===== src/utf8_validate_sanitize_assert.svh =====
// assertion macros for the utf8 validator
`ifndef UTF8_VALIDATE_SANITIZE_ASSERT_SVH
`define UTF8_VALIDATE_SANITIZE_ASSERT_SVH

`ifndef SYNTHESIS

`define UVS_ASSERT(lbl, prop, msg) \
  lbl: assert property (@(posedge clk) disable iff (rst) prop) else $error(msg);

`define UVS_ASSERT_RST(lbl, prop, msg) \
  lbl: assert property (@(posedge clk) prop) else $error(msg);

`else

`define UVS_ASSERT(lbl, prop, msg)

`define UVS_ASSERT_RST(lbl, prop, msg)

`endif

`endif


===== src/uvs_pkg.sv =====
`default_nettype none

package uvs_pkg;

  localparam int unsigned DROP_COUNT_BITS_DEF = 32;
  localparam int unsigned SHOWN_BITS          = 32;

  localparam logic [7:0] ASCII_LIMIT = 8'h80;
  localparam logic [7:0] LEAD_MIN    = 8'hC2;
  localparam logic [7:0] LEAD2_MAX   = 8'hDF;
  localparam logic [7:0] LEAD3_MAX   = 8'hEF;
  localparam logic [7:0] LEAD_MAX    = 8'hF4;
  localparam logic [7:0] LEAD_E0     = 8'hE0;
  localparam logic [7:0] LEAD_ED     = 8'hED;
  localparam logic [7:0] LEAD_F0     = 8'hF0;
  localparam logic [7:0] LEAD_F4     = 8'hF4;
  localparam logic [7:0] CONT_MIN    = 8'h80;
  localparam logic [7:0] CONT_MAX    = 8'hBF;
  localparam logic [7:0] CONT_E0_MIN = 8'hA0;
  localparam logic [7:0] CONT_ED_MAX = 8'h9F;
  localparam logic [7:0] CONT_F0_MIN = 8'h90;
  localparam logic [7:0] CONT_F4_MAX = 8'h8F;

  typedef struct packed {
    logic [7:0] byte_value;
    logic       byte_present;
    logic       string_end;
  } uvs_in_t;

  typedef struct packed {
    logic [31:0] kept_bytes;
    logic [2:0]  kept_count;
    logic [2:0]  dropped_now;
    logic        string_done;
    logic        string_valid;
    logic [31:0] dropped_total;
  } uvs_out_t;

endpackage

`default_nettype wire


===== src/uvs_if.sv =====
`default_nettype none

interface uvs_in_if;
  logic             valid;
  logic             ready;
  uvs_pkg::uvs_in_t data;
  modport source (output valid, output data, input ready);
  modport sink (input valid, input data, output ready);
endinterface

interface uvs_out_if;
  logic              valid;
  logic              ready;
  uvs_pkg::uvs_out_t data;
  modport source (output valid, output data, input ready);
  modport sink (input valid, input data, output ready);
endinterface

`default_nettype wire


===== src/utf8_validate_sanitize.sv =====
// utf8_validate_sanitize: checks a byte stream for well-formed utf-8
// in_ch carries one byte per item with byte_present and string_end flags;
// an item with byte_present low and string_end high closes a string
// out_ch returns exactly one result item per input item, in order: the
// bytes passed on (a whole sequence or one ascii byte), bytes dropped by
// this item, a string close flag with a valid flag, and the running
// dropped total of the string, saturating at all ones
// the result register is loaded on input accept and is valid in the next cycle
// throughput: one item per cycle while out_ch.ready is high; the
// judgement of a byte against the buffered sequence is a single pass
// between the pending-sequence state and the result register
// in_ch.ready stays high while the result register is empty or being
// taken, so a stalled receiver holds the result and stops input after one
// item; nothing is lost while out_ch.ready is low
// reset (rst, synchronous) empties the result register, drops any
// buffered sequence and clears the dropped total
`default_nettype none

`include "utf8_validate_sanitize_assert.svh"

module utf8_validate_sanitize #(
  parameter int unsigned DROP_COUNT_BITS = uvs_pkg::DROP_COUNT_BITS_DEF
) (
  input  wire logic  clk,
  input  wire logic  rst,
  uvs_in_if.sink     in_ch,
  uvs_out_if.source  out_ch
);

  logic [7:0]                 pending_bytes [3];
  logic [1:0]                 pending_count;
  logic [2:0]                 needed_length;
  logic [DROP_COUNT_BITS-1:0] drop_counter;
  logic                       out_valid;
  uvs_pkg::uvs_out_t          out_data;

  logic [7:0]                 pending_bytes_next [3];
  logic [1:0]                 pending_count_next;
  logic [2:0]                 needed_length_next;
  logic [DROP_COUNT_BITS-1:0] drop_counter_next;
  uvs_pkg::uvs_out_t          out_data_next;

  logic                       accept;
  logic [7:0]                 b;
  logic                       is_ascii;
  logic                       is_bad;
  logic [2:0]                 lead_len;
  logic [7:0]                 cont_lo;
  logic [7:0]                 cont_hi;
  logic                       cont_ok;
  logic [31:0]                kept;
  logic [2:0]                 kcount;
  logic [2:0]                 dropped;
  logic [DROP_COUNT_BITS:0]   cnt_sum;
  logic [DROP_COUNT_BITS-1:0] cnt_sat;
  logic [31:0]                shown;

  assign accept       = in_ch.valid && in_ch.ready;
  assign in_ch.ready  = !out_valid || out_ch.ready;
  assign out_ch.valid = out_valid;
  assign out_ch.data  = out_data;

  assign b        = in_ch.data.byte_value;
  assign is_ascii = b < uvs_pkg::ASCII_LIMIT;
  assign is_bad   = (b < uvs_pkg::LEAD_MIN) || (b > uvs_pkg::LEAD_MAX);
  assign lead_len = (b <= uvs_pkg::LEAD2_MAX) ? 3'd2 :
                    (b <= uvs_pkg::LEAD3_MAX) ? 3'd3 : 3'd4;

  // second byte range depends on the leader
  always_comb begin
    cont_lo = uvs_pkg::CONT_MIN;
    cont_hi = uvs_pkg::CONT_MAX;
    if (pending_count == 2'd1) begin
      if (pending_bytes[0] == uvs_pkg::LEAD_E0) cont_lo = uvs_pkg::CONT_E0_MIN;
      if (pending_bytes[0] == uvs_pkg::LEAD_ED) cont_hi = uvs_pkg::CONT_ED_MAX;
      if (pending_bytes[0] == uvs_pkg::LEAD_F0) cont_lo = uvs_pkg::CONT_F0_MIN;
      if (pending_bytes[0] == uvs_pkg::LEAD_F4) cont_hi = uvs_pkg::CONT_F4_MAX;
    end
  end

  assign cont_ok = (pending_count != 2'd0) && (b >= cont_lo) && (b <= cont_hi);

  always_comb begin
    pending_bytes_next = pending_bytes;
    pending_count_next = pending_count;
    needed_length_next = needed_length;
    kept               = 32'd0;
    kcount             = 3'd0;
    dropped            = 3'd0;
    if (in_ch.data.byte_present) begin
      if (cont_ok) begin
        if (({1'b0, pending_count} + 3'd1) >= needed_length) begin
          case (pending_count)
            2'd1: kept = {16'd0, b, pending_bytes[0]};
            2'd2: kept = {8'd0, b, pending_bytes[1], pending_bytes[0]};
            2'd3: kept = {b, pending_bytes[2], pending_bytes[1], pending_bytes[0]};
            default: kept = 32'd0;
          endcase
          kcount             = {1'b0, pending_count} + 3'd1;
          pending_count_next = 2'd0;
          needed_length_next = 3'd0;
        end else begin
          case (pending_count)
            2'd1: pending_bytes_next[1] = b;
            2'd2: pending_bytes_next[2] = b;
            default: pending_bytes_next = pending_bytes;
          endcase
          pending_count_next = pending_count + 2'd1;
        end
      end else begin
        // buffered bytes go, byte is judged again as a leader
        dropped            = {1'b0, pending_count};
        pending_count_next = 2'd0;
        needed_length_next = 3'd0;
        if (is_ascii) begin
          kept   = {24'd0, b};
          kcount = 3'd1;
        end else if (is_bad) begin
          dropped = dropped + 3'd1;
        end else begin
          pending_bytes_next[0] = b;
          pending_count_next    = 2'd1;
          needed_length_next    = lead_len;
        end
      end
    end
    if (in_ch.data.string_end) begin
      dropped            = dropped + {1'b0, pending_count_next};
      pending_count_next = 2'd0;
      needed_length_next = 3'd0;
    end
  end

  assign cnt_sum = {1'b0, drop_counter} + (DROP_COUNT_BITS + 1)'(dropped);
  assign cnt_sat = cnt_sum[DROP_COUNT_BITS] ? '1 : cnt_sum[DROP_COUNT_BITS-1:0];

  if (DROP_COUNT_BITS > uvs_pkg::SHOWN_BITS) begin : g_wide
    assign shown = (|cnt_sat[DROP_COUNT_BITS-1:uvs_pkg::SHOWN_BITS]) ? '1 :
                   cnt_sat[uvs_pkg::SHOWN_BITS-1:0];
  end else begin : g_narrow
    assign shown = 32'(cnt_sat);
  end

  assign drop_counter_next = in_ch.data.string_end ? '0 : cnt_sat;

  always_comb begin
    out_data_next.kept_bytes    = kept;
    out_data_next.kept_count    = kcount;
    out_data_next.dropped_now   = dropped;
    out_data_next.string_done   = in_ch.data.string_end;
    out_data_next.string_valid  = in_ch.data.string_end && (cnt_sat == '0);
    out_data_next.dropped_total = shown;
  end

  always_ff @(posedge clk) begin
    if (rst) begin
      pending_count <= 2'd0;
      needed_length <= 3'd0;
      drop_counter  <= '0;
      out_valid     <= 1'b0;
    end else begin
      if (accept) begin
        pending_count <= pending_count_next;
        needed_length <= needed_length_next;
        drop_counter  <= drop_counter_next;
        out_valid     <= 1'b1;
      end else if (out_ch.ready) begin
        out_valid <= 1'b0;
      end
    end
  end

  always_ff @(posedge clk) begin
    if (accept) begin
      pending_bytes <= pending_bytes_next;
      out_data      <= out_data_next;
    end
  end

  `UVS_ASSERT(a_len_match, (pending_count == 2'd0) == (needed_length == 3'd0), "pending count and length disagree")
  `UVS_ASSERT(a_three_needs_four, (pending_count == 2'd3) |-> (needed_length == 3'd4), "three bytes buffered for a short sequence")
  `UVS_ASSERT(a_close_clears, (accept && in_ch.data.string_end) |=> ((pending_count == 2'd0) && (drop_counter == '0)), "string close left state behind")
  `UVS_ASSERT_RST(a_rst_empty, rst |=> !out_valid, "result register not empty after reset")

endmodule

`default_nettype wire


===== src/flat_wrapper.sv =====
// flat-port wrapper written by rule: the top's interface ports become plain ports
module utf8_validate_sanitize_flat 
#(
  parameter int unsigned DROP_COUNT_BITS = uvs_pkg::DROP_COUNT_BITS_DEF
)
  (clk, rst, in_ch_valid, in_ch_data, in_ch_ready, out_ch_valid, out_ch_data, out_ch_ready);
  uvs_in_if in_ch_i ();
  uvs_out_if out_ch_i ();
  input  wire logic clk;
  input  wire logic rst;
  input wire logic [$bits(in_ch_i.valid)-1:0] in_ch_valid;
  input wire logic [$bits(in_ch_i.data)-1:0] in_ch_data;
  output wire logic [$bits(in_ch_i.ready)-1:0] in_ch_ready;
  output wire logic [$bits(out_ch_i.valid)-1:0] out_ch_valid;
  output wire logic [$bits(out_ch_i.data)-1:0] out_ch_data;
  input wire logic [$bits(out_ch_i.ready)-1:0] out_ch_ready;
  assign in_ch_i.valid = in_ch_valid;
  assign in_ch_i.data = in_ch_data;
  assign in_ch_ready = in_ch_i.ready;
  assign out_ch_valid = out_ch_i.valid;
  assign out_ch_data = out_ch_i.data;
  assign out_ch_i.ready = out_ch_ready;
  utf8_validate_sanitize #(.DROP_COUNT_BITS(DROP_COUNT_BITS)) u_core (.clk(clk), .rst(rst), .in_ch(in_ch_i), .out_ch(out_ch_i));
endmodule

===== config.mk =====
export PLATFORM = sky130hd
export DESIGN_NAME = utf8_validate_sanitize_flat
export DESIGN_NICKNAME = d
export VERILOG_FILES = /design/src/uvs_pkg.sv /design/src/uvs_if.sv /design/src/utf8_validate_sanitize.sv /design/src/flat_wrapper.sv
export VERILOG_INCLUDE_DIRS = /design/src /design/src/src
export SDC_FILE = /design/constraint.sdc
export NUM_CORES = 1
export LEC_CHECK = 0
export BUFFER_PORTS_ARGS = -buffer_cell sky130_fd_sc_hd__buf_2
export CORE_ASPECT_RATIO = 0.75
export CORE_UTILIZATION = 35
export CTS_CLUSTER_SIZE = 10
export DETAILED_ROUTE_END_ITERATION = 6
export HOLD_SLACK_MARGIN = 0.12
export PLACE_DENSITY = 0.52
export SETUP_SLACK_MARGIN = 0.15
export SYNTH_ARGS = -nofsm -noshare
export SYNTH_HDL_FRONTEND = slang
export SYNTH_SLANG_ARGS = --single-unit

===== constraint.sdc =====
create_clock -name clk -period 6.8 [get_ports clk]
set_input_delay 0.68 -clock clk [delete_from_list [all_inputs] [get_ports clk]]
set_output_delay 0.68 -clock clk [all_outputs]
set_load 0.02 [all_outputs]

## Word-level counts from Yosys, hierarchy flattened

Cells that the tools add are included.

| storage, ports and cells | value |
|---|---|
| register bits after elaboration | 134 |
| input bits | 14 |

| cells by class | value |
|---|---|
| add/sub/neg operators | 4 |
| magnitude comparators | 8 |
| equal/unequal tests | 8 |
| muxes and demuxes | 39 |
| bitwise logic cells | 4 |
| reduce and logical (&&, ||, !) cells | 15 |

Operator list:

| cell | count |
|---|---|
| $mux W32 | 4 |
| $pmux W32 S3 | 1 |
| $mux W8 | 6 |
| $mux W3 | 15 |
| $add A32 B3 Y33 | 1 |
| $eq A8 B8 Y1 const B | 4 |
| $logic_not A32 Y1 | 1 |
| $mux W6 | 4 |
| $le A8 B8 Y1 const B | 2 |
| $lt A8 B8 Y1 const B | 2 |
| $reduce_and A5 Y1 | 3 |
| $mux W2 | 5 |
| $ge A8 B8 Y1 | 1 |
| $gt A8 B8 Y1 const B | 1 |
| $le A8 B8 Y1 | 1 |
| $reduce_bool A2 Y1 | 3 |
| $eq A2 B2 Y1 const B | 2 |
| $logic_and A1 B1 Y1 | 4 |
| $mux W1 | 4 |
| $not A1 Y1 | 4 |
| $add A2 B1 Y3 const B | 1 |
| $add A3 B2 Y3 | 1 |
| $ge A3 B3 Y1 | 1 |
| $ne A3 B3 Y1 const B | 1 |
| other kinds (5) | 6 |

## Longest topological paths before layout

Gate-level depths: netlist of run 1.

| depth | value |
|---|---|
| depth in word-level cells | 15 |
| gate-level depth with buffers | 28 |
| gate-level depth less buffers | 25 |

## Worst setup path before layout of run 1

Ideal clock, no wire load.

| path | value |
|---|---|
| path kind | register to register |
| start | register u_core.pending_count[1] |
| end | register u_core.out_data (netlist bit u_core.out_ch.data[32]), data pin |
| arrival time | 5.905 ns |
| setup slack | 0.705 ns |
| cell stages (with the launch flop) | 26 |
| clock period less this slack | 6.095 ns |
| cell sequence | dfxtp_1 > clkbuf_1 > inv_1 > ha_1 > clkbuf_1 > nand3b_1 > nor3_1 > ha_1 > a21oi_1 > a31oi_1 > nor4_1 > and2_1 > a21boi_0 > a21oi_1 > ha_1 > inv_1 > fa_1 > mux2_2 > fa_1 > and2b_1 > o21ai_1 > nor4_4 > a21oi_2 > or4_1 > or4b_1 > a2111oi_2 |

RTL lines:

| item | line | source |
|---|---|---|
| start, declared | utf8_validate_sanitize.sv:31 | `logic [1:0] pending_count;` |
| start signal, assigned | utf8_validate_sanitize.sv:163 | `pending_count <= pending_count_next;` |
| end signal, assigned | utf8_validate_sanitize.sv:176 | `out_data <= out_data_next;` |
| end, declared | utf8_validate_sanitize.sv:35 | `uvs_pkg::uvs_out_t out_data;` |

==> results of run 1 <==
[placed cells by master, fill, tap and decap left out, types with 16 or more instances in the layout]
cell,count
a21oi_1,36
a22oi_1,27
a31oi_1,18
buf_2,87
clkbuf_16,17
dfxtp_1,37
edfxtp_1,96
inv_1,16
nand2_1,56
nand3_1,16
nor2_1,71
nor3_1,17
xnor2_1,21
[state kept, by name (all words and copies together) (netlist names)]
name,count
u_core.out_ch.data,72
u_core.drop_counter,32
u_core.pending_bytes,24
u_core.needed_length,3
u_core.pending_count,2
u_core.out_ch.valid,1
[how the worst max path moves through the flow]
stage                                       end  depth (start not counted)  slack, ps
2_1_floorplan  u_core.out_ch.data[32]$_DFFE_PP_                         25        710
4_1_cts        u_core.out_ch.data[32]$_DFFE_PP_                         21        210
6_report       u_core.out_ch.data[32]$_DFFE_PP_                         21        500
5_1_grt        u_core.out_ch.data[32]$_DFFE_PP_                         23        150
3_3_place_gp   u_core.out_ch.data[32]$_DFFE_PP_                         21        410
3_5_place_dp   u_core.out_ch.data[32]$_DFFE_PP_                         21        100
[repair_timing]
item	4_1_cts	5_1_grt
endpoints found under the setup margin	1	1
resized for setup	1	5
buffers inserted	0	1
pin swaps	0	1
[stage by stage]
step / util / setup WS, ps / instance area (sq um)
2_1_floorplan: - / 705 / 6610
3_3_place_gp: 0.390 / 414 / 7220
3_5_place_dp: 0.390 / 100 / 7220
4_1_cts: 0.424 / 209 / 7850
5_1_grt: 0.426 / 152 / 7880
6_report: 0.426 / 500 / 7880
[final cells by class]
type	count	area, sq um	area share
sequential	134	3640	0.462
multi-input combinational	436	2730	0.347
timing repair buffer	96	503	0.0638
clock buffer	17	425	0.0540
tap	247	309	0.0392
clock inverter	15	203	0.0257
inverter	17	65.1	0.00825
[kinds of logic after synthesis]
kind of cell | count (synthesis) | share of synthesized area
and+or+nand+nor | 247 | 0.191
adders and majority gates | 17 | 0.0345
muxes | 7 | 0.0110
buffers and inverters | 62 | 0.0397
DFF | 134 | 0.551
AOI/OAI and AO/OA | 137 | 0.136
other | 1 | 0.000567
xor gates and xnor gates | 27 | 0.0358
[worst max-delay path, stage by stage, from the launching register on]
cell and delay, ps:
dfxtp_2 430, ha_4 260, nand4bb_1 150, or3_1 340, ha_1 280, a21oi_1 60
nor4_2 340, and2_4 220, a21boi_0 110, a21oi_1 180, ha_1 160, inv_1 40
fa_1 440, mux2_2 300, fa_1 420, and2b_1 300, o21ai_1 170, nor4_4 480
a21oi_2 90, or4_1 500, or4b_1 550, a2111oi_2 250
[per-layer routing]
layer / part of all wire / GRT usage / up-vias
met2: 0.42 / 0.246 / 189
met4: 0.010 / 0.0613 / 0
met5: 0 / 0 / -
met1: 0.49 / 0.263 / 2505
li1: - / - / 2467
met3: 0.073 / 0.0468 / 15
[report_power, final]
group	total [mW]	internal, mW	switching, mW
clock	0.981	0.615	0.366
combinational	0.123	0.0330	0.0903
sequential	0.906	0.899	0.00693
total	2.01	1.55	0.463
==> run metrics, run 1 <==
Worst slew margin=0.363; num ports=88; Final Slew Violations=0; final setup TNS=0 ps; hold buffer count at cts=0; # Max-Cap Violations=0; Syn Std Cell Area=0.00661 sq mm; vias in the first global route=4787; Distinct cells, synth=63; largest net degree at the start of global routing=66; CTS Buf Count=17; Core ar.=0.0185 sq mm; crit end category=flip-flop; RSZ-0062 raised after global routing=no; CTS clock-pin slew for the worst setup and hold paths=60 ps; top post-synthesis cells by count=edfxtp_1, nor2_1, nand2_1; status=completed; R2R Setup Slk=500 ps; vias=5176; Iteration-0 DRC Markers=472; WP data arrival=6520 ps; drt wl/cell=17.5 um; post-synthesis register bit count=134; CTS Buffer Depth=2; row count=43; first-pass GRT wire length=26200 um; slew at the pin with the worst max-slew slack=952 ps; Syn Nets=663; worst min path class=reg -> reg; die area=0.0194 sq mm; initial core utilization=0.357; clk root buf=clkbuf_16; cell taking the most area after synthesis=edfxtp_1; critical path required time=7020 ps; placed insts=929; FF-to-FF Start=u_core.pending_count[0]$_SDFFE_PP0P_; Via density=5.38; Worst Setup SP=u_core.pending_count[0]$_SDFFE_PP0P_; H-tree depth=4; Final Skew=9.85 ps; CTS tree=yes; Tcrit/Tclk final=0.926; hold wc startpoint=u_core.needed_length[2]$_SDFFE_PP0P_; Synth warnings=0; critical path peak fanout=12; global placement routability congestion=0.868; share of cells above drive strength 1=0.208; worst hold path stage count=2; top post-synthesis cells by area=edfxtp_1, dfxtp_1, nor2_1; Design Power=2.01 mW; R2R cell count=21; Tmin final=6300 ps; Routed Antenna Nets=0; Hold WS=479 ps; Initial DRT Pass Iterations=5; Cells after Synth=632; Post-synth EDFFs=96; Fmax=159 MHz; # port buffers=87; leak pwr=2.97 nW; Routed WL=16800 um; async set-reset flop share out of synthesis=0; DRC=0; R2R Path End=u_core.out_ch.data[32]$_DFFE_PP_; syn_area_per_cell=10.5 sq um; Cell Pwr Density=255 mW/mm^2; hold endpoint=u_core.needed_length[2]$_SDFFE_PP0P_; DP HPWL=11200 um; GRT overflow=0; startpoint types=flip-flop; ys flop type=edfxtp_1; Ant. Diodes=0; Worst-Skew Late Latency=430 ps; Die Ht=121 um; Hold Fails Final Rpt=0; Finished Layout Cells=962; GRT Util Overall=0.177; Area growth syn-to-layout=19.3%; Max IR drop VDD=116 uV; post-synth top area share=0.436; kind of critical path=reg -> reg; NumNets Final=733; # clock sinks=134; # setup viols final=0; FILL cells=1778; most frequent cell after synthesis=edfxtp_1; die width=161 um; sequential fraction of the synthesis area=0.551; initial antenna violation count=0
Note: power is estimated with default switching activity, not from simulation.
==> inputs of run 2 (changes only) <==
- BUFFER_PORTS_ARGS: -buffer_cell sky130_fd_sc_hd__buf_2 -> default
- DONT_BUFFER_PORTS: default -> 1
- PLACE_DENSITY: 0.52 -> 0.48
==> run 2 against run 1 <==
  * Sequential share of layout area increased by 2.7 points
  * Critical path depth increased by 1
  * Cell count decreased by 8.9%
==> run metrics, run 2 (synthesis results as in run 1) <==
worst min path class=in -> reg; initial antenna violation count=0 (unchanged); critical-path cell list=nor2_1 -> nand4bb_1 -> or3_1 -> ha_1 -> a21oi_1 -> nor4_2 -> and2_1 -> a21boi_0 -> a21oi_1 -> ha_1 -> inv_1 -> fa_1 -> mux2_2 -> fa_1 -> and2b_1 -> o21ai_1 -> nor4_4 -> buf_4 -> o211ai_1 -> or4_1 -> or4b_1 -> a2111oi_2; Ant. Diodes=0 (unchanged); Finished Layout Cells=876 (-8.9%); crit end category=flip-flop; Via density=5.53 (+2.8%); clk root buf=clkbuf_16; global placement routability congestion=0.882 (+1.6%); CTS tree=yes; crit-path max cell delay=570 ps (+20 ps); startpoint types=flip-flop; Buf/Inv on CP=2 (+1); critical path required time=7020 ps (about the same); Worst-Skew Late Latency=420 ps (about the same); # Max-Cap Violations=0 (unchanged); Tcrit/Tclk final=0.933 (+0.00682); NumNets Final=647 (-12%); FILL cells=1772 (-0.34%); # setup viols final=0 (unchanged); # Post-CTS Setup Buffers=0 (unchanged); die area=0.0194 sq mm (unchanged); # port buffers=0 (-100%); post_cts resized=0 (-1); die width=161 um (unchanged); Initial DRT Pass Iterations=5 (unchanged); slowest stage cell, crit path=or4b_1; Tmin final=6350 ps (+46.4 ps); Worst slew margin=0.181 (-0.182); hold buffer count at cts=0 (unchanged); commonest non-fill, non-tap cell in the layout=edfxtp_1; CTS Buf Count=17 (unchanged); GRT Util Overall=0.184 (+0.00651); Routed Antenna Nets=0 (unchanged); placed insts=844 (-9.1%); Design Power=2.00 mW (-0.75%); slew at the pin with the worst max-slew slack=1220 ps (+271 ps); Final Slew Violations=0 (unchanged); RSZ-0062 raised after global routing=no; DP HPWL=11300 um (+0.85%); CP top delay family=simple AND/OR/NAND/NOR gates; Area growth syn-to-layout=12.7%; H-tree depth=4 (unchanged); DRC=0 (unchanged); final cell utilization of the core=0.403 (-0.0233); first-pass GRT wire length=27000 um (+3.1%); # clock sinks=134 (unchanged); largest net degree at the start of global routing=82 (+24%); CTS clock-pin slew for the worst setup and hold paths=60 ps (about the same); WP data arrival=6570 ps (+50 ps); Core ar.=0.0185 sq mm (unchanged); Final Skew=8.89 ps (-0.960 ps); row count=43 (unchanged); share of cells above drive strength 1=0.0922 (-0.116); CTS Buffer Depth=2 (unchanged); Max IR drop VDD=141 uV (+21%); vias in the first global route=4621 (-3.5%); Die Ht=121 um (unchanged); Setup WS post-layout=454 ps (-46.4 ps); DP Worst Slack=329 ps (+229 ps); Hold Fails Final Rpt=0 (unchanged); vias=4846 (-6.4%); status=completed; critical path peak fanout=6 (-6); kind of critical path=reg -> reg; final setup TNS=0 ps (unchanged); Cell Pwr Density=268 mW/mm^2 (+5.0%); Iteration-0 DRC Markers=531 (+13%); num ports=88 (unchanged); drt wl/cell=19.5 um (+11%); Routed WL=17100 um (+1.4%); Largest register FFs=72 (unchanged); leak pwr=2.62 nW (-12%); GRT overflow=0 (unchanged); commonest non-fill, non-tap cells in the layout=edfxtp_1, nor2_1, nand2_1; Fmax=158 MHz (-0.73%); initial core utilization=0.357 (unchanged)
## run 2: path summary, 6_finish.rpt
path | startpoint | endpoint | slack [ps] | depth (start not counted)
hold / removal | rst | u_core.drop_counter[19]$_SDFFE_PP0P_ | 340 | 1
setup / recovery | u_core.pending_bytes[16]$_DFFE_PP_ | u_core.out_ch.data[32]$_DFFE_PP_ | 450 | 22
hold reg to reg | u_core.needed_length[1]$_SDFFE_PP0P_ | u_core.needed_length[1]$_SDFFE_PP0P_ | 490 | 2
setup reg to reg | u_core.pending_bytes[16]$_DFFE_PP_ | u_core.out_ch.data[32]$_DFFE_PP_ | 450 | 22
## run 2: layer usage
layer | track usage | vias up | wire length [um]
li1 | - | 2287 | -
met1 | 0.279 | 2371 | 8850
met2 | 0.244 | 175 | 6900
met3 | 0.0550 | 13 | 1130
met4 | 0.0577 | 0 | 179
met5 | 0 | - | 0
## run 2: final cells by class
cell class	instances	area, sq um	share of cell area
Clock buffer	18	429	0.0576
Clock inverter	14	206	0.0277
Inverter	17	65.1	0.00873
Multi-Input combinational cell	436	2720	0.365
Sequential cell	134	3640	0.489
Tap cell	247	309	0.0415
Timing Repair Buffer	10	75.1	0.0101
## run 2: power breakdown
group | switching [mW] | internal, mW | leakage [nW]
Combinational | 0.0368 | 0.0158 | 1.07
Sequential | 0.0388 | 0.902 | 1.24
Clock | 0.354 | 0.648 | 0.311
## run 2: through the flow
stage               cell area (sq um)  hold slack (ps)
floorplan                        6610              448
global placement                 6800              462
detailed placement               6800              478
CTS                              7430              318
global route                     7450              303
finish                           7450              335
